===== src/sv/bilinear_table_lookup_macros.svh =====
// Assertion macros for the bilinear table lookup
`ifndef BILINEAR_TABLE_LOOKUP_MACROS_SVH
`define BILINEAR_TABLE_LOOKUP_MACROS_SVH

// check a property outside reset
`define BLT_ASSERT(lbl, prop, msg) \
    lbl: assert property (@(posedge aclk) disable iff (!aresetn) (prop)) else $error(msg);

// check a property at every edge, reset included
`define BLT_ASSERT_ALWAYS(lbl, prop, msg) \
    lbl: assert property (@(posedge aclk) (prop)) else $error(msg);

`endif


===== src/sv/blt_ram.sv =====
// Generic single-port-write, single-port-read RAM with registered read
`timescale 1ns / 1ps
module blt_ram #(
    parameter int WIDTH = 16,
    parameter int DEPTH = 16
) (
    input  logic                     aclk,
    input  logic                     we,
    input  logic [$clog2(DEPTH)-1:0] waddr,
    input  logic [WIDTH-1:0]         wdata,
    input  logic [$clog2(DEPTH)-1:0] raddr,
    output logic [WIDTH-1:0]         rdata
);

    logic [WIDTH-1:0] mem [DEPTH];
    logic [WIDTH-1:0] rdata_reg;

    always_ff @(posedge aclk) begin
        if (we) begin
            mem[waddr] <= wdata;
        end
        rdata_reg <= mem[raddr];
    end

    assign rdata = rdata_reg;

endmodule


===== config.mk =====
export PLATFORM = sky130hd
export DESIGN_NAME = blt_ram
export DESIGN_NICKNAME = d
export VERILOG_FILES = /design/src/sv/bilinear_table_lookup_macros.svh /design/src/sv/blt_ram.sv
export SDC_FILE = /design/constraint.sdc
export NUM_CORES = 1
export LEC_CHECK = 0
export BUFFER_PORTS_ARGS = -buffer_cell sky130_fd_sc_hd__buf_2
export CORE_ASPECT_RATIO = 1.2
export CORE_MARGIN = 2
export CORE_UTILIZATION = 51
export DETAILED_ROUTE_END_ITERATION = 8
export PLACE_DENSITY = 0.77
export SLEW_MARGIN = 15
export SYNTH_ARGS = -nofsm -noshare
export SYNTH_HDL_FRONTEND = slang
export SYNTH_SLANG_ARGS = --single-unit

===== constraint.sdc =====
create_clock -name aclk -period 3.2 [get_ports aclk]
set_input_delay 0.64 -clock aclk [delete_from_list [all_inputs] [get_ports aclk]]
set_output_delay 0.64 -clock aclk [all_outputs]
set_load 0.02 [all_outputs]

After elaboration in Yosys (flattened, before gate mapping)
Memory sizes are Yosys's and may differ from the RTL's. A register that Yosys moved wholly into a read port is not among the register bits.
Cells that the tools add are included.
{"block": "op_classes", "add_sub_neg": 0, "multipliers": 0, "div": 0, "n_lt_le_gt_ge": 0, "eq_ne": 0, "shift": 0, "mux": 2, "n_bitwise": 0, "reduce_logical": 0}
{"op": "two-way mux 1 bit", "count": 2}
{"block": "word_totals", "regBits": 0, "latch_bits": 0, "ram_bits": 256, "mem_bits_ro": 0, "inputBits": 26, "output_inout_bits": 16, "mem_count": 1}
{"memory": "mem", "depth": 16, "word_bits": 16, "rd": 1, "rd_ports_with_merged_regs": 1, "write_ports": 1, "line": "blt_ram.sv:15", "rtl": "logic [WIDTH-1:0] mem [DEPTH];"}

Longest topological paths before layout
{"block": "depth", "word_depth": 2, "mapped_depth": 5, "ltp_nobuf": 3}

Least setup slack after synthesis
Ideal clock, no wire load.
{"block": "synth_path", "path_kind": "input port to flip-flop", "from": "input waddr[2]", "to": "memory mem[0][0], enable pin", "setup_time_ns": 0.409, "arrival_time_ns": 2.286, "t_required_ns": 2.791, "slack_ns": 0.505, "stages": 2, "path_cell_list": "or3b_2 nor3_1"}
{"item": "start, declared", "line": "blt_ram.sv:9", "rtl": "input logic [$clog2(DEPTH)-1:0] waddr,"}
{"item": "end, declared", "line": "blt_ram.sv:15"}
No word-level cell before the write port.

Final worst setup path
{"block": "layout_path", "from": "input waddr[2]", "to": "memory mem[8][7], enable pin"}
No word-level cell before the write port.

==> impl_metrics.toml <==
[clocking]
cts_resized = 0
cts_tree = "built"
htreeDepth = 1
post_cts_buffers = 0
clk_pin_slew_worst_paths_ps = 60
clock-root-buffer = "clkbuf_16"
clock_path_buffers = 3
cts.sinks = 272
clock_latency_ps = 520
holdBufCountCts = 0
numCtsBuffers = 24

[worst_setup_path]
worstPathMaxFanout = 9
reg2reg_depth = 3
reg2reg_slack_ps = 1890
startpoint_type = "primary input"
worstReg2RegStart = "mem[10][6]"
arrival_ps = 2080
worstPathRequired_ps = 3410
worstReg2RegEnd = "rdata[6]"
crit_type = "in -> reg"
endpoint_kind = "register"

[worst_hold_path]
hold_end = "mem[2][11]"
min-delay-path-class = "in -> reg"
min_from = "wdata[11]"
hold_path_depth = 1

[drt]
wl_per_cell_um = 24.6
first_pass_iters = 5
drt-initial-drc-count = 500
postRouteAntennaNets = 0
vias_per_cell = 5.94
drc = 0
finalWirelength_um = 19100
via_count = 4620

[sta]
fmax_ghz = 0.536
tightest_slew_ps = 949
report.final.slew_viol_count = 0
layout_min_cycle_time_ps = 1870
setup_tns_ps = 0
hold_viol = 0
finalSetupViolCount = 0
rsz0062_at_grt = "no"
fin_worst_skew_ps = 12.3
relSlewSlack_pct = 36.7
layout_worst_path_cycle_share_pct = 58.4

[grt]
grt_overflow = 0
grt_pass1_wl_um = 28800
antenna_found_initial = 1
grt_pass1_vias = 4818
grt_max_degree = 65
track_usage_pct = 19.0

[placement]
place_inst = 734
portBuffers = 41
place_area_sq_mm = 0.0107
place_congestion = 0.723
dp_hpwl_um = 10300

[logic_synthesis]
synthArstFlopShare_pct = 0
synthAdderAreaFrac_pct = 0
synth_cell_types = 19
synth_top_family_by_area = "multiplexers"
synthesis.nets = 458
synth_top_flop_cell = "edfxtp_1"
synthMuxAreaShare_pct = 14.7
syn_avg_cell_area_sq_um = 23.2
synth_xor_xnor_area_share_pct = 0
yosysWarnings = 0
synth_area_leaders = "edfxtp_1 (77%), mux4_2 (12%), dfxtp_1 (3.2%)"
synth-compound-area-share_pct = 2.39
ys_seq_elements = 272
synth_top_area_share_pct = 76.5
synth_commonest_cells = "edfxtp_1 (256), mux4_2 (54), a22oi_1 (32)"
ys_seq_area_share_pct = 79.7
yosysMostFrequentCell = "edfxtp_1"
synth_edf_count = 256
synth_simple_gate_area_share_pct = 1.92
synth_top_area_cell = "edfxtp_1"
syn_area_sq_mm = 0.0100
synth_cells = 432

[run]
drv_cap = 0

[finish]
area.sequential_sq_mm = 0.00801
fillers = 1342
fin_area_sq_mm = 0.0115
multiInputGateArea_sq_mm = 0.00196
drive_gt1_share_pct = 32.3
largest_reg_flops = 256
layout.nets = 525
area_growth_pct = 14.2
diodes = 0
fin_cells = 778

[pwr]
p_per_area_mw_per_mm2 = 628
p_leak_nw = 3.73
ir_drop_mv = 0.462
p_total_mw = 7.21

[floorplanning]
ios = 42
die_h_um = 158
fp-row-count = 56
start_util_pct = 51.7
die_x_um = 132
core-area_sq_mm = 0.0194
dieArea_sq_mm = 0.0208

[status]
status = "completed"
## power by group
part,internal (mW),switching [mW],total [mW]
Combinational,0.147,0.221,0.369
Sequential,3.98,0.0236,4.00
Clock,1.63,1.21,2.83
## area by class of cell
| cell class | instances | area share, % |
|---|---|---|
| clock buffer | 28 | 5.37 |
| clock inverter | 16 | 1.44 |
| multi-input combinational | 139 | 17.1 |
| sequential | 272 | 69.8 |
| tap | 261 | 2.85 |
| timing repair buffer | 62 | 3.40 |
## worst max-delay path by stage
stage	endpoint	slack [ps]	from	cells past startpoint
final	mem[8][7]	1330	waddr[2]	4
after CTS	mem[8][1]	1330	waddr[2]	4
after floorplan	mem[0][0]	500	waddr[2]	2
after global placement	mem[8][3]	800	waddr[2]	4
after global routing	mem[8][3]	1230	waddr[2]	4
after detailed placement	mem[8][3]	800	waddr[2]	4
## worst max-delay path: stages
cell	delay, ps
buf_2	110
nand3b_1	270
nor3_2	680
buf_4	360
## layout by cell type, fill, tap and decap left out
| master | n |
|---|---|
| nor2_1 | 1 |
| clkinv_2 | 4 |
| buf_4 | 20 |
| a22oi_1 | 32 |
| clkinv_1 | 6 |
| and2_1 | 1 |
| clkbuf_16 | 24 |
| clkinv_8 | 1 |
| nand3_1 | 1 |
| buf_2 | 40 |
| mux4_1 | 10 |
| nand2b_1 | 2 |
| buf_12 | 2 |
| clkinvlp_4 | 1 |
| bufinv_16 | 3 |
| edfxtp_1 | 256 |
| nor2_2 | 12 |
| clkbuf_1 | 4 |
| inv_6 | 1 |
| or3b_2 | 1 |
| nand2_1 | 17 |
| nor2b_1 | 2 |
| mux4_2 | 54 |
| nor3_2 | 4 |
| nand3b_1 | 2 |
| dfxtp_1 | 16 |
## cells by family after synthesis
family / Yosys count
mux: 64
buf+inv: 21
compound gates: 32
flops: 272
simple gates: 43
## routing by layer
layer | routed length, um | global-route usage [%]
met5 | 13 | 0
met1 | 7790 | 26.1
met3 | 1300 | 3.14
met4 | 607 | 7.14
met2 | 9430 | 31.3
## through the flow
stage          util [%]  hold slack [ps]  worst slack [ps]
2_1_floorplan         -              635               505
3_3_place_gp       55.1              649               796
3_5_place_dp       55.1              665               800
4_1_cts            59.1              476              1330
5_1_grt            59.1              491              1230
6_report           59.1              489              1330
No activity file was read; power rests on OpenSTA's default activity.
