File: config.mk
export PLATFORM = sky130hd
export DESIGN_NAME = blt_div
export DESIGN_NICKNAME = d
export VERILOG_FILES = /design/src/sv/bilinear_table_lookup_macros.svh /design/src/sv/blt_pkg.sv /design/src/sv/blt_div.sv
export SDC_FILE = /design/constraint.sdc
export NUM_CORES = 1
export LEC_CHECK = 0
export BUFFER_PORTS_ARGS = -buffer_cell sky130_fd_sc_hd__buf_2
export CAP_MARGIN = 20
export CORE_ASPECT_RATIO = 0.7
export CORE_UTILIZATION = 44
export DETAILED_ROUTE_END_ITERATION = 6
export PLACE_DENSITY_LB_ADDON = 0.2
export SYNTH_ARGS = -nofsm -noshare
export SYNTH_HDL_FRONTEND = slang
export SYNTH_SLANG_ARGS = --single-unit
File: constraint.sdc
create_clock -name aclk -period 4.8 [get_ports aclk]
set_input_delay 0.72 -clock aclk [delete_from_list [all_inputs] [get_ports aclk]]
set_output_delay 0.72 -clock aclk [all_outputs]
set_load 0.05 [all_outputs]
File: src/sv/bilinear_table_lookup_macros.svh
// Assertion macros for the bilinear table lookup
`ifndef BILINEAR_TABLE_LOOKUP_MACROS_SVH
`define BILINEAR_TABLE_LOOKUP_MACROS_SVH

// check a property outside reset
`define BLT_ASSERT(lbl, prop, msg) \
    lbl: assert property (@(posedge aclk) disable iff (!aresetn) (prop)) else $error(msg);

// check a property at every edge, reset included
`define BLT_ASSERT_ALWAYS(lbl, prop, msg) \
    lbl: assert property (@(posedge aclk) (prop)) else $error(msg);

`endif

File: src/sv/blt_pkg.sv
// Shared constants and types of the bilinear table lookup
`timescale 1ns / 1ps
package blt_pkg;

    localparam int MAX_ROWS    = 16;
    localparam int MAX_COLUMNS = 16;
    localparam int MAP_DEPTH   = MAX_ROWS * MAX_COLUMNS;

    localparam int ROW_AW = $clog2(MAX_ROWS);
    localparam int COL_AW = $clog2(MAX_COLUMNS);
    localparam int MAP_AW = $clog2(MAP_DEPTH);
    localparam int ROW_CW = $clog2(MAX_ROWS + 1);
    localparam int COL_CW = $clog2(MAX_COLUMNS + 1);

    localparam int PTS_W  = 5;
    localparam int IDX_W  = 8;
    localparam int VAL_W  = 16;
    localparam int NUM_W  = 2 * VAL_W + 1;
    localparam int ADDR_W = 3;
    localparam int REG_IW = ADDR_W - 2;
    localparam int DATA_W = 32;

    localparam logic [REG_IW-1:0] REG_ROW_POINTS    = REG_IW'(0);
    localparam logic [REG_IW-1:0] REG_COLUMN_POINTS = REG_IW'(1);

    typedef enum logic [1:0] {
        ACT_LOAD_ROW    = 2'd0,
        ACT_LOAD_COLUMN = 2'd1,
        ACT_LOAD_CELL   = 2'd2,
        ACT_LOOKUP      = 2'd3
    } action_t;

    typedef enum logic [1:0] {
        OP_TOP    = 2'd0,
        OP_BOTTOM = 2'd1,
        OP_FINAL  = 2'd2
    } op_t;

    typedef enum logic [14:0] {
        ST_IDLE  = 15'b000000000000001,
        ST_RLO   = 15'b000000000000010,
        ST_RHI   = 15'b000000000000100,
        ST_RSCAN = 15'b000000000001000,
        ST_CLO   = 15'b000000000010000,
        ST_CHI   = 15'b000000000100000,
        ST_CSCAN = 15'b000000001000000,
        ST_M0    = 15'b000000010000000,
        ST_M1    = 15'b000000100000000,
        ST_M2    = 15'b000001000000000,
        ST_M3    = 15'b000010000000000,
        ST_MUL   = 15'b000100000000000,
        ST_DIVS  = 15'b001000000000000,
        ST_DIVW  = 15'b010000000000000,
        ST_FIN   = 15'b100000000000000
    } state_t;

    typedef struct packed {
        logic busy;
        logic done;
    } div_status_t;

endpackage

File: src/sv/blt_div.sv
// Bit-serial signed divider, truncating toward zero, 16-bit wrapped quotient
`timescale 1ns / 1ps
module blt_div (
    input  logic                              aclk,
    input  logic                              aresetn,
    input  logic                              start,
    input  logic signed [blt_pkg::NUM_W-1:0]  num,
    input  logic signed [blt_pkg::VAL_W-1:0]  den,
    output blt_pkg::div_status_t              status,
    output logic signed [blt_pkg::VAL_W-1:0]  quo
);

    localparam int NW = blt_pkg::NUM_W;
    localparam int DW = blt_pkg::VAL_W;
    localparam int CW = $clog2(NW + 1);

    logic          busy_reg, busy_next;
    logic          done_reg, done_next;
    logic [CW-1:0] cnt_reg, cnt_next;
    logic          neg_reg, neg_next;
    logic [DW-1:0] dmag_reg, dmag_next;
    logic [DW-1:0] rem_reg, rem_next;
    logic [NW-1:0] q_reg, q_next;
    logic [DW:0]   shifted;
    logic          fits;

    always_comb begin
        busy_next = busy_reg;
        done_next = 1'b0;
        cnt_next  = cnt_reg;
        neg_next  = neg_reg;
        dmag_next = dmag_reg;
        rem_next  = rem_reg;
        q_next    = q_reg;
        shifted   = {rem_reg, q_reg[NW-1]};
        fits      = shifted >= {1'b0, dmag_reg};
        if (start) begin
            busy_next = 1'b1;
            cnt_next  = CW'(NW);
            neg_next  = num[NW-1] ^ den[DW-1];
            dmag_next = den[DW-1] ? DW'(-den) : DW'(den);
            rem_next  = '0;
            q_next    = num[NW-1] ? NW'(-num) : NW'(num);
        end else if (busy_reg) begin
            rem_next = fits ? DW'(shifted - {1'b0, dmag_reg}) : DW'(shifted);
            q_next   = {q_reg[NW-2:0], fits};
            cnt_next = cnt_reg - CW'(1);
            if (cnt_reg == CW'(1)) begin
                busy_next = 1'b0;
                done_next = 1'b1;
            end
        end
    end

    always_ff @(posedge aclk) begin
        if (!aresetn) begin
            busy_reg <= 1'b0;
            done_reg <= 1'b0;
            cnt_reg  <= '0;
        end else begin
            busy_reg <= busy_next;
            done_reg <= done_next;
            cnt_reg  <= cnt_next;
        end
        neg_reg  <= neg_next;
        dmag_reg <= dmag_next;
        rem_reg  <= rem_next;
        q_reg    <= q_next;
    end

    assign status.busy = busy_reg;
    assign status.done = done_reg;
    assign quo = neg_reg ? DW'(-q_reg[DW-1:0]) : q_reg[DW-1:0];

endmodule

# Word level (Yosys, flattened, before mapping)
# Index checks and enable logic that the tools add are counted.
# word_totals
output_inout_bits	18
register_bits	74
input_bits	52
# classes
n_eq_ne	1
order_cmp	1
muxes	12
bitwise	3
n_reduce_logical	3
n_addsub	5
# op_table
operator	n
two-way mux 33 bit	3
negator 33 bit	1
two-way mux 16 bit	2
negator 16 bit	2
>= comparator 17 x 16 -> 1 bit	1
subtractor 16 bit	1
two-way mux 15 bit	1
two-way mux 6 bit	2
equality test 6 x 1 -> 1 bit, second input constant	1
subtractor 6 x 1 -> 6 bit, second input constant	1
two-way mux 1 bit	4
OR reduction 3 bit	1
inverter 1 bit	2
nonzero test 2 bit	1
OR reduction 2 bit	1
bitwise XOR 1 bit	1

# Logic depth before layout (Yosys ltp)
# Gate-level depths: netlist of the first run.
# logic_depth
depth_word	4
mapped_depth	10

# Worst setup path after synthesis of the first run
# No wires, ideal clock.
# synth_path
path_type	register to output
startpoint	register q_reg[0]
endpoint	output quo[12] (netlist bit)
required_ps	4080
arrival_ps	2021
stages_incl_launch_ff	9
setup_slack_ps	2059
cell_sequence	edfxtp_1 -> inv_1 -> ha_1 -> nand2b_1 -> or4_1 -> nor2_1 -> nand2_1 -> o31ai_1 -> xnor2_1
# synth_between
elab_chain_cells	2
# synth_rtl
item	line_no	rtl
start, declared	blt_div.sv:23	logic [NW-1:0] q_reg, q_next;
start signal, assigned	blt_div.sv:68	q_reg <= q_next;
negator 16 bit	blt_div.sv:73	assign quo = neg_reg ? DW'(-q_reg[DW-1:0]) : q_reg[DW-1:0];
two-way mux 16 bit	blt_div.sv:73	
end, declared	blt_div.sv:10	output logic signed [blt_pkg::VAL_W-1:0] quo
# No other way between the ends.

# Final worst setup path of the first run
# Same ends and word-level chain as after synthesis.

==> results_dict.tcl, run 1 <==
set metrics [dict create \
    wl_met3_um 576 \
    tightestPinTransition_ns 0.6834 \
    end_kind "primary output" \
    setup_violations 0 \
    cts_buffer_depth 2 \
    rows 32 \
    hpwlAfterDp_um 8704 \
    top_layer "met4" \
    synth-async-reset-ratio 0 \
    synth_area_mm2 0.005084 \
    cts.root.buffer_cell "clkbuf_16" \
    cts_setup_buffers 0 \
    ys_seq_area_frac 0.3899 \
    wl_met2_um 4765 \
    io_pins 70 \
    die_area_mm2 0.01199 \
    die-height_um 91.93 \
    antenna_left 0 \
    yosysWarnings 0 \
    grt_remaining_overflow 0 \
    power.density_mw_per_mm2 356.8 \
    grt_max_degree 44 \
    drc 0 \
    skew_ns 0.007295 \
    port_buffers 69 \
    gp_congestion 0.9023 \
    cp_max_fo 5 \
    synthDistinctLibCells 57 \
    slew_headroom 0.5326 \
    hold_violations 0 \
    rsz0062_at_grt "no" \
    core_mm2 0.01113 \
    layout-drive-gt1-share 0.1667 \
    first_pass_iters 5 \
    cts_tree "yes" \
    via_per_inst 5.527 \
    cp_data_arrival_time_ns 2.49 \
    grt_pass1_vias 3921 \
    postLayoutCoreUtil 0.5256 \
    path_class "reg2out" \
    largest_reg_flops 33 \
    p_leak_nw 2.317 \
    status "completed" \
    holdCritPathClass "reg2reg" \
    synth_ff_type "edfxtp_1" \
    wl_met1_um 6377 \
    die_w_um 130.5 \
    antenna_found_initial 0 \
    track_usage 0.2075 \
    syn_avg_cell_area_um2 8.950 \
    cts_resized 0 \
    syn_nets 642 \
    min_period_ns 3.207 \
    synthCells 568 \
    antenna_cells 0 \
    start_util 0.4567 \
    insertion_delay_ns 0.34 \
    routedWlPerCell_um 15.10 \
    cts_buffers 9 \
    wl_um 11830 \
    synth_edf_count 50 \
    fmax_ghz 0.3118 \
    setup_tns_ns 0 \
    ys_seq_elements 74 \
    fillers 1089 \
    cap_violations 0 \
    postCtsHoldBufs 0 \
    final_nets 699 \
    cts_sinks 74 \
    peakVddDrop_mv 0.1793 \
    worstPathRequired_ns 4.08 \
    grt_pass1_wl_um 19160 \
    start_kind "flip-flop" \
    area_delta_synth_final_pct 15.09 \
    htreeDepth 3 \
    drtIter0Drc 365 \
    slew_viol_final 0 \
    path_clk_slew_ns 0.06 \
    post-route-period-util 0.6681 \
    vias 4328 \
]
## worst max-delay path, cell delays in order (launching register included)
cell and delay [ns]:
edfxtp_1 0.47, inv_1 0.09, ha_1 0.15, nand2b_1 0.07, or4_1 0.46, nor2_1 0.11, nand2_1 0.10, o31ai_1 0.26
xnor2_1 0.16, buf_2 0.28
## cells by family after synthesis
group / count (synthesis) / synth area share
mux: 4 / 0.008368
xor+xnor: 70 / 0.1206
compound gates: 145 / 0.1890
buf+inv: 60 / 0.04922
simple gates: 193 / 0.1873
fa+ha+maj: 22 / 0.05562
flops: 74 / 0.3899
## synth_stat cells (5+ instances only)
| cell type | instances | area (µm²) |
|---|---|---|
| nor2_1 | 59 | 221.5 |
| nand2_1 | 57 | 214.0 |
| edfxtp_1 | 50 | 1501 |
| a21oi_1 | 48 | 240.2 |
| xnor2_1 | 35 | 306.5 |
| xor2_1 | 35 | 306.5 |
| inv_1 | 33 | 123.9 |
| o21ai_0 | 29 | 145.1 |
| dfxtp_1 | 24 | 480.5 |
| ha_1 | 21 | 262.8 |
| clkbuf_1 | 19 | 71.32 |
| o31ai_1 | 19 | 142.6 |
| nor3_1 | 11 | 55.05 |
| a311oi_1 | 10 | 87.58 |
| nand3_1 | 10 | 50.05 |
| nand2b_1 | 9 | 56.30 |
| or4_1 | 9 | 67.56 |
| o41ai_1 | 7 | 61.31 |
| or3_1 | 7 | 43.79 |
| nor4_1 | 6 | 37.54 |
| a211oi_1 | 5 | 37.54 |
| and3_1 | 5 | 31.28 |
| nand4_1 | 5 | 31.28 |
## metrics by stage
step	setup WS, ns	instance area (µm²)	power [mW]	instances	hold WS [ns]
2_1_floorplan	2.059	5084	1.217	568	0.4542
3_3_place_gp	1.983	5524	1.349	767	0.4807
3_5_place_dp	1.927	5524	1.359	767	0.4881
4_1_cts	1.580	5851	2.098	783	0.4944
5_1_grt	1.444	5851	2.192	783	0.5207
6_report	1.593	5851	2.088	783	0.4983
## cell type report
type / count / area (µm²) / share of cell area
clock inverters: 7 / 101.3 / 0.01732
multi-input cells: 434 / 2851 / 0.4874
well taps: 153 / 191.4 / 0.03272
flip-flops and latches: 74 / 1982 / 0.3388
repair buffers: 73 / 375.4 / 0.06416
inverters: 33 / 123.9 / 0.02117
clock buffers: 9 / 225.2 / 0.03849
## report_power, final
group | switching, mW | internal (mW)
registers | 0.0456 | 0.756
clock network | 0.276 | 0.458
logic | 0.363 | 0.188
total | 0.685 | 1.40
## cell usage in the layout, fill, tap and decap left out, types with 6 or more instances in the layout
cell type,netlist,final
nand2b_1,9,9
o21ai_0,29,29
inv_1,33,33
buf_2,2,69
o41ai_1,7,7
edfxtp_1,50,50
dfxtp_1,24,24
or4_1,9,9
or3_1,7,7
nand2_1,57,57
clkbuf_16,0,9
nand3_1,10,10
nor3_1,11,11
nor4_1,6,6
ha_1,21,21
xor2_1,35,35
nor2_1,59,59
xnor2_1,35,35
a21oi_1,48,48
o31ai_1,19,19
a311oi_1,10,10
## metal layers
metal / global-route usage / vias up
met5: 0 / -
met4: 0.04023 / 0
met3: 0.06593 / 10
met2: 0.2832 / 94
met1: 0.3156 / 2045
li1: - / 2179
## worst paths after layout
path	start	end	slack, ns	cells past startpoint
worst max-delay path	q_reg[0]$_DFFE_PP_	quo[12]	1.59	9
worst min-delay path	rem_reg[8]$_SDFFE_PP0P_	rem_reg[9]$_SDFFE_PP0P_	0.50	2
worst max register to register	dmag_reg[7]$_DFFE_PP_	rem_reg[7]$_SDFFE_PP0P_	1.99	8
worst min register to register	rem_reg[8]$_SDFFE_PP0P_	rem_reg[9]$_SDFFE_PP0P_	0.50	2
(Power assumes the default switching activity.)
==> run 2: changes to the inputs <==
clock period = 2.6 ns   (was 4.8 ns; I/O delays follow)
==> run 2 against run 1 <==
Net effect:
- the flow now finishes with violations (negative setup slack)
- die area unchanged
- cell count is 3.6% higher
- routed wire length rose by 4.3%
- utilization grew 2.8 points
- register-to-register slack lost 1.9 ns
- final area rose by 5.2%
- sequential power increased by 86%
- combinational power is 100% higher
- clock power is 80% higher
- critical path type unchanged
- highest routed layer unchanged
==> results_dict.tcl, run 2 (synthesized netlist as in run 1, its figures left out) <==
set metrics [dict create \
    status "complete, but fails checks" \
    violations "negative setup slack" \
    grt_remaining_overflow 0 \
    htreeDepth 3 \
    sw_frac_of_total 0.3242 \
    p_seq_frac 0.378 \
    setup_violations 1 \
    via_per_inst 5.482 \
    cts.root.buffer_cell "clkbuf_16" \
    post-route-period-util 1.039 \
    end_kind "primary output" \
    finalWorstSetupSlack_ns -0.1026 \
    dp.cells 789 \
    track_usage 0.2150 \
    cp_data_arrival_time_ns 2.31 \
    grt_pass1_vias 4021 \
    p_int_mw 2.655 \
    power_frac_clock 0.336 \
    design_area_mm2 0.006157 \
    antenna_cells 0 \
    die-height_um 91.93 \
    rows 32 \
    start_util 0.4567 \
    power.switching_mw 1.273 \
    slew_viol_final 0 \
    first_pass_iters 5 \
    path_class "reg2out" \
    fmax_ghz 0.3700 \
    r2r_start "rem_reg[11]$_SDFFE_PP0P_" \
    tightestPinTransition_ns 0.6013 \
    die_w_um 130.5 \
    final_cell_mix "buf_2, nor2_1, nand2_1" \
    routedWlPerCell_um 15.20 \
    insertion_delay_ns 0.34 \
    postLayoutCoreUtil 0.5532 \
    crit_start "q_reg[0]$_DFFE_PP_" \
    hpwlAfterDp_um 9289 \
    slew_headroom 0.5991 \
    rsz0062_at_grt "yes" \
    drc 0 \
    cp-endpoint "quo[12]" \
    final_common_cell "buf_2" \
    area_delta_synth_final_pct 21.12 \
    wl_um 12330 \
    hold_violations 0 \
    holdCritPathClass "in2reg" \
    drtIter0Drc 244 \
    antenna_left 0 \
    dpl_worst_slack_ns -0.004106 \
    path_clk_slew_ns 0.06 \
    min_period_ns 2.703 \
    io_pins 70 \
    skew_ns 0.006310 \
    rrSetupSlack_ns 0.08 \
    r2r_end "rem_reg[2]$_SDFFE_PP0P_" \
    worstPathRequired_ns 2.21 \
    vias 4446 \
    core_mm2 0.01113 \
    start_kind "flip-flop" \
    p_leak_nw 2.484 \
    largest_reg_flops 33 \
    cts_tree "yes" \
    die_area_mm2 0.01199 \
    cts_buffers 9 \
    final_nets 727 \
    placedInstanceArea_mm2 0.005689 \
    port_buffers 69 \
    power.density_mw_per_mm2 638.0 \
    cap_violations 0 \
    antenna_found_initial 0 \
    cts_sinks 74 \
    peakVddDrop_mv 0.3410 \
    layout-drive-gt1-share 0.2188 \
    cp_max_fo 3 \
    r2r_cells 8 \
    fin_cells 811 \
    cts_buffer_depth 2 \
    gp_congestion 0.8634 \
    postCtsHoldBufs 0 \
    grt_pass1_wl_um 19760 \
    grt_max_degree 34 \
    p_comb_frac 0.285 \
]
-- run 2: layout make-up --
cell class	count	area, µm²
fill	1039	4974
tap	153	191.4
clock inverter	5	80.08
clock buffer	11	232.7
timing repair buffer	101	601.8
sequential	74	1982
multi-input combinational	434	2945
inverter	33	123.9
-- run 2: power by group through the flow --
stage / registers, mW / logic (mW) / clock network [mW]
after global placement: 1.50 / 1.05 / 0
final: 1.49 / 1.12 / 1.32
after floorplan: 1.48 / 0.771 / 0
after global routing: 1.50 / 1.23 / 1.39
after detailed placement: 1.50 / 1.07 / 0
after CTS: 1.48 / 1.08 / 1.35
-- run 2: metrics by stage --
stage	hold slack, ns	TNS [ns]	power (mW)
after floorplan	0.4542	0	2.247
after global placement	0.4820	0	2.547
after detailed placement	0.4970	-0.004106	2.568
after CTS	0.3261	-0.1188	3.909
after global routing	0.3442	-0.5046	4.117
final	0.3447	-0.1026	3.928
-- run 2: worst min-delay path by stage --
stage / start / endpoint / slack (ns) / depth (start not counted)
2_1_floorplan: rem_reg[1]$_SDFFE_PP0P_ / rem_reg[2]$_SDFFE_PP0P_ / 0.45 / 2
3_3_place_gp: cnt_reg[1]$_SDFFE_PP0P_ / cnt_reg[1]$_SDFFE_PP0P_ / 0.48 / 2
3_5_place_dp: cnt_reg[1]$_SDFFE_PP0P_ / cnt_reg[1]$_SDFFE_PP0P_ / 0.50 / 2
4_1_cts: aresetn / busy_reg$_SDFF_PN0_ / 0.33 / 2
5_1_grt: aresetn / cnt_reg[5]$_SDFFE_PN0P_ / 0.34 / 2
6_report: aresetn / busy_reg$_SDFF_PN0_ / 0.34 / 2
-- run 2: timing repair --
| item | 4_1_cts | 5_1_grt |
|---|---|---|
| endpoints found under the hold margin | 0 | 0 |
| cloned | 0 | 0 |
| pin swaps | 1 | 5 |
| setup endpoints to repair | 6 | 12 |
| resized for setup | 8 | 20 |
| setup buffers | 1 | 5 |
-- run 2: worst max-delay path, stage by stage (launching register included) --
cell      delay, ns
edfxtp_1       0.41
inv_2          0.10
ha_4           0.15
nand2b_4       0.05
or4_4          0.45
nor2_4         0.12
nand2_4        0.07
o31ai_4        0.24
xnor2_1        0.15
buf_4          0.22
-- run 2: metal layers --
metal  vias to the layer above  wire length, µm  GRT usage
met4                         0               81    0.06322
met5                         -                0          0
li1                       2236                -          -
met2                       129             4963     0.2917
met3                         8              840    0.05309
met1                      2073             6445     0.3300
==> run 3: changes to the inputs <==
SKIP_LAST_GASP = 1   (was not set)
==> run 3 against run 2 <==
Net effect:
- the flow still finishes with violations (negative setup slack)
- cell count stayed put
- register-to-register slack hardly changed
- utilization stayed put
- largest cell class unchanged
==> results_dict.tcl, run 3 (synthesized netlist as in run 1, its figures left out) <==
set metrics [dict create \
    insertion_delay_ns 0.34 \
    cts_buffers 9 \
    rows 32 \
    drc 0 \
    tightestPinTransition_ns 0.5982 \
    grt_max_degree 34 \
    port_buffers 69 \
    postLayoutCoreUtil 0.5532 \
    slew_headroom 0.6012 \
    grt_pass1_vias 4018 \
    path_cells "inv_2, ha_4, nand2b_4, or4_4, nor2_4, nand2_4, o31ai_4, xnor2_1, buf_4" \
    final_cell_mix "buf_2, nor2_1, nand2_1" \
    cp_num_cells 9 \
    crit_slowest_cell "or4_4" \
    hpwlAfterDp_um 9289 \
    fmax_ghz 0.3696 \
    cts_tree "yes" \
    crit_path_max_incr_delay_ns 0.45 \
    gp_congestion 0.8634 \
    grt_pass1_wl_um 19770 \
    cp_num_buf_inv 2 \
    vias 4443 \
    end_kind "primary output" \
    final_nets 727 \
    r2r_end "rem_reg[2]$_SDFFE_PP0P_" \
    core_mm2 0.01113 \
    slew_viol_final 0 \
    die_area_mm2 0.01199 \
    start_kind "flip-flop" \
    first_pass_iters 4 \
    layout-drive-gt1-share 0.2188 \
    critical-path-top-delay-family "simple AND/OR/NAND/NOR gates" \
    cap_violations 0 \
    status "complete, but fails checks" \
    ff_latch_area_mm2 0.001982 \
    antenna_left 0 \
    cp_max_fo 3 \
    start_util 0.4567 \
    min_period_ns 2.706 \
    finalWorstSetupSlack_ns -0.1057 \
    wl_um 12340 \
    grt_remaining_overflow 0 \
    area_delta_synth_final_pct 21.12 \
    peakVddDrop_mv 0.3424 \
    largest_reg_flops 33 \
    r2r_cells 8 \
    skew_ns 0.006753 \
    path_class "reg2out" \
    cts_buffer_depth 2 \
    rrSetupSlack_ns 0.08 \
    htreeDepth 3 \
    worstPathRequired_ns 2.21 \
    die-height_um 91.93 \
    power.density_mw_per_mm2 638.4 \
    die_w_um 130.5 \
    hold_violations 0 \
    p_leak_nw 2.484 \
    r2r_start "rem_reg[11]$_SDFFE_PP0P_" \
    track_usage 0.2151 \
    antenna_cells 0 \
    fillers 1039 \
    cp-endpoint "quo[12]" \
    path_clk_slew_ns 0.06 \
    dpl_worst_slack_ns -0.004106 \
    cp_data_arrival_time_ns 2.32 \
    cts_sinks 74 \
    final_common_cell "buf_2" \
    hold_path.startpoint "aresetn" \
    cts.root.buffer_cell "clkbuf_16" \
    routedWlPerCell_um 15.22 \
    holdCritPathClass "in2reg" \
    setup_violations 1 \
    io_pins 70 \
    multi_input_area_mm2 0.002945 \
    antenna_found_initial 0 \
    rsz0062_at_grt "yes" \
    crit_start "q_reg[0]$_DFFE_PP_" \
    drtIter0Drc 254 \
    violations "negative setup slack" \
    post-route-period-util 1.041 \
    via_per_inst 5.478 \
]
## run 3: final cells by class
type                            instances  area share
Timing Repair Buffer                  101     0.09774
Tap cell                              153     0.03109
Multi-Input combinational cell        434      0.4784
Inverter                               33     0.02012
Clock inverter                          5     0.01301
Clock buffer                           11     0.03780
Sequential cell                        74      0.3219
## run 3: stage by stage
| step | area [µm²] | hold WS [ns] | std cells | total power [mW] | setup TNS, ns |
|---|---|---|---|---|---|
| 2_1_floorplan | 5084 | 0.4542 | 568 | 2.247 | 0 |
| 3_3_place_gp | 5689 | 0.4820 | 789 | 2.547 | 0 |
| 3_5_place_dp | 5689 | 0.4970 | 789 | 2.568 | -0.004106 |
| 4_1_cts | 6032 | 0.3261 | 806 | 3.907 | -0.1206 |
| 5_1_grt | 6157 | 0.3442 | 811 | 4.117 | -0.5107 |
| 6_report | 6157 | 0.3399 | 811 | 3.931 | -0.1057 |
## run 3: power breakdown
part	internal (mW)	switching [mW]	total (mW)
clock	0.839	0.485	1.32
combinational	0.419	0.702	1.12
sequential	1.40	0.0891	1.49
## run 3: what timing repair did
item	CTS	global route
gates resized for setup	7	21
cloned	0	0
buffers inserted	1	5
hold buffers	0	0
endpoints found under the hold margin	0	0
pin swaps	0	6
setup endpoints to repair	6	14
## run 3: worst register-to-register path, stage by stage (launching register included)
cell      delay, ns
dfxtp_1        0.36
ha_1           0.33
nand4_2        0.16
or4_1          0.56
and3_4         0.22
a31oi_4        0.26
buf_6          0.19
a31oi_1        0.08
a211oi_1       0.26
## run 3: worst min-delay path by stage
| stage | slack, ns | depth (start not counted) | to |
|---|---|---|---|
| CTS | 0.33 | 2 | busy_reg$_SDFF_PN0_ |
| finish | 0.34 | 2 | busy_reg$_SDFF_PN0_ |
| floorplan | 0.45 | 2 | rem_reg[2]$_SDFFE_PP0P_ |
| detailed placement | 0.50 | 2 | cnt_reg[1]$_SDFFE_PP0P_ |
| global route | 0.34 | 2 | cnt_reg[5]$_SDFFE_PN0P_ |
| global placement | 0.48 | 2 | cnt_reg[1]$_SDFFE_PP0P_ |
## run 3: per-layer routing
metal / track usage / vias to the layer above / routed length [µm] / part of all wire
li1: - / 2233 / - / -
met5: 0 / - / 0 / 0
met1: 0.3311 / 2082 / 6478 / 0.52
met2: 0.2908 / 120 / 4973 / 0.40
met3: 0.05309 / 8 / 792 / 0.064
met4: 0.06322 / 0 / 96 / 0.0078
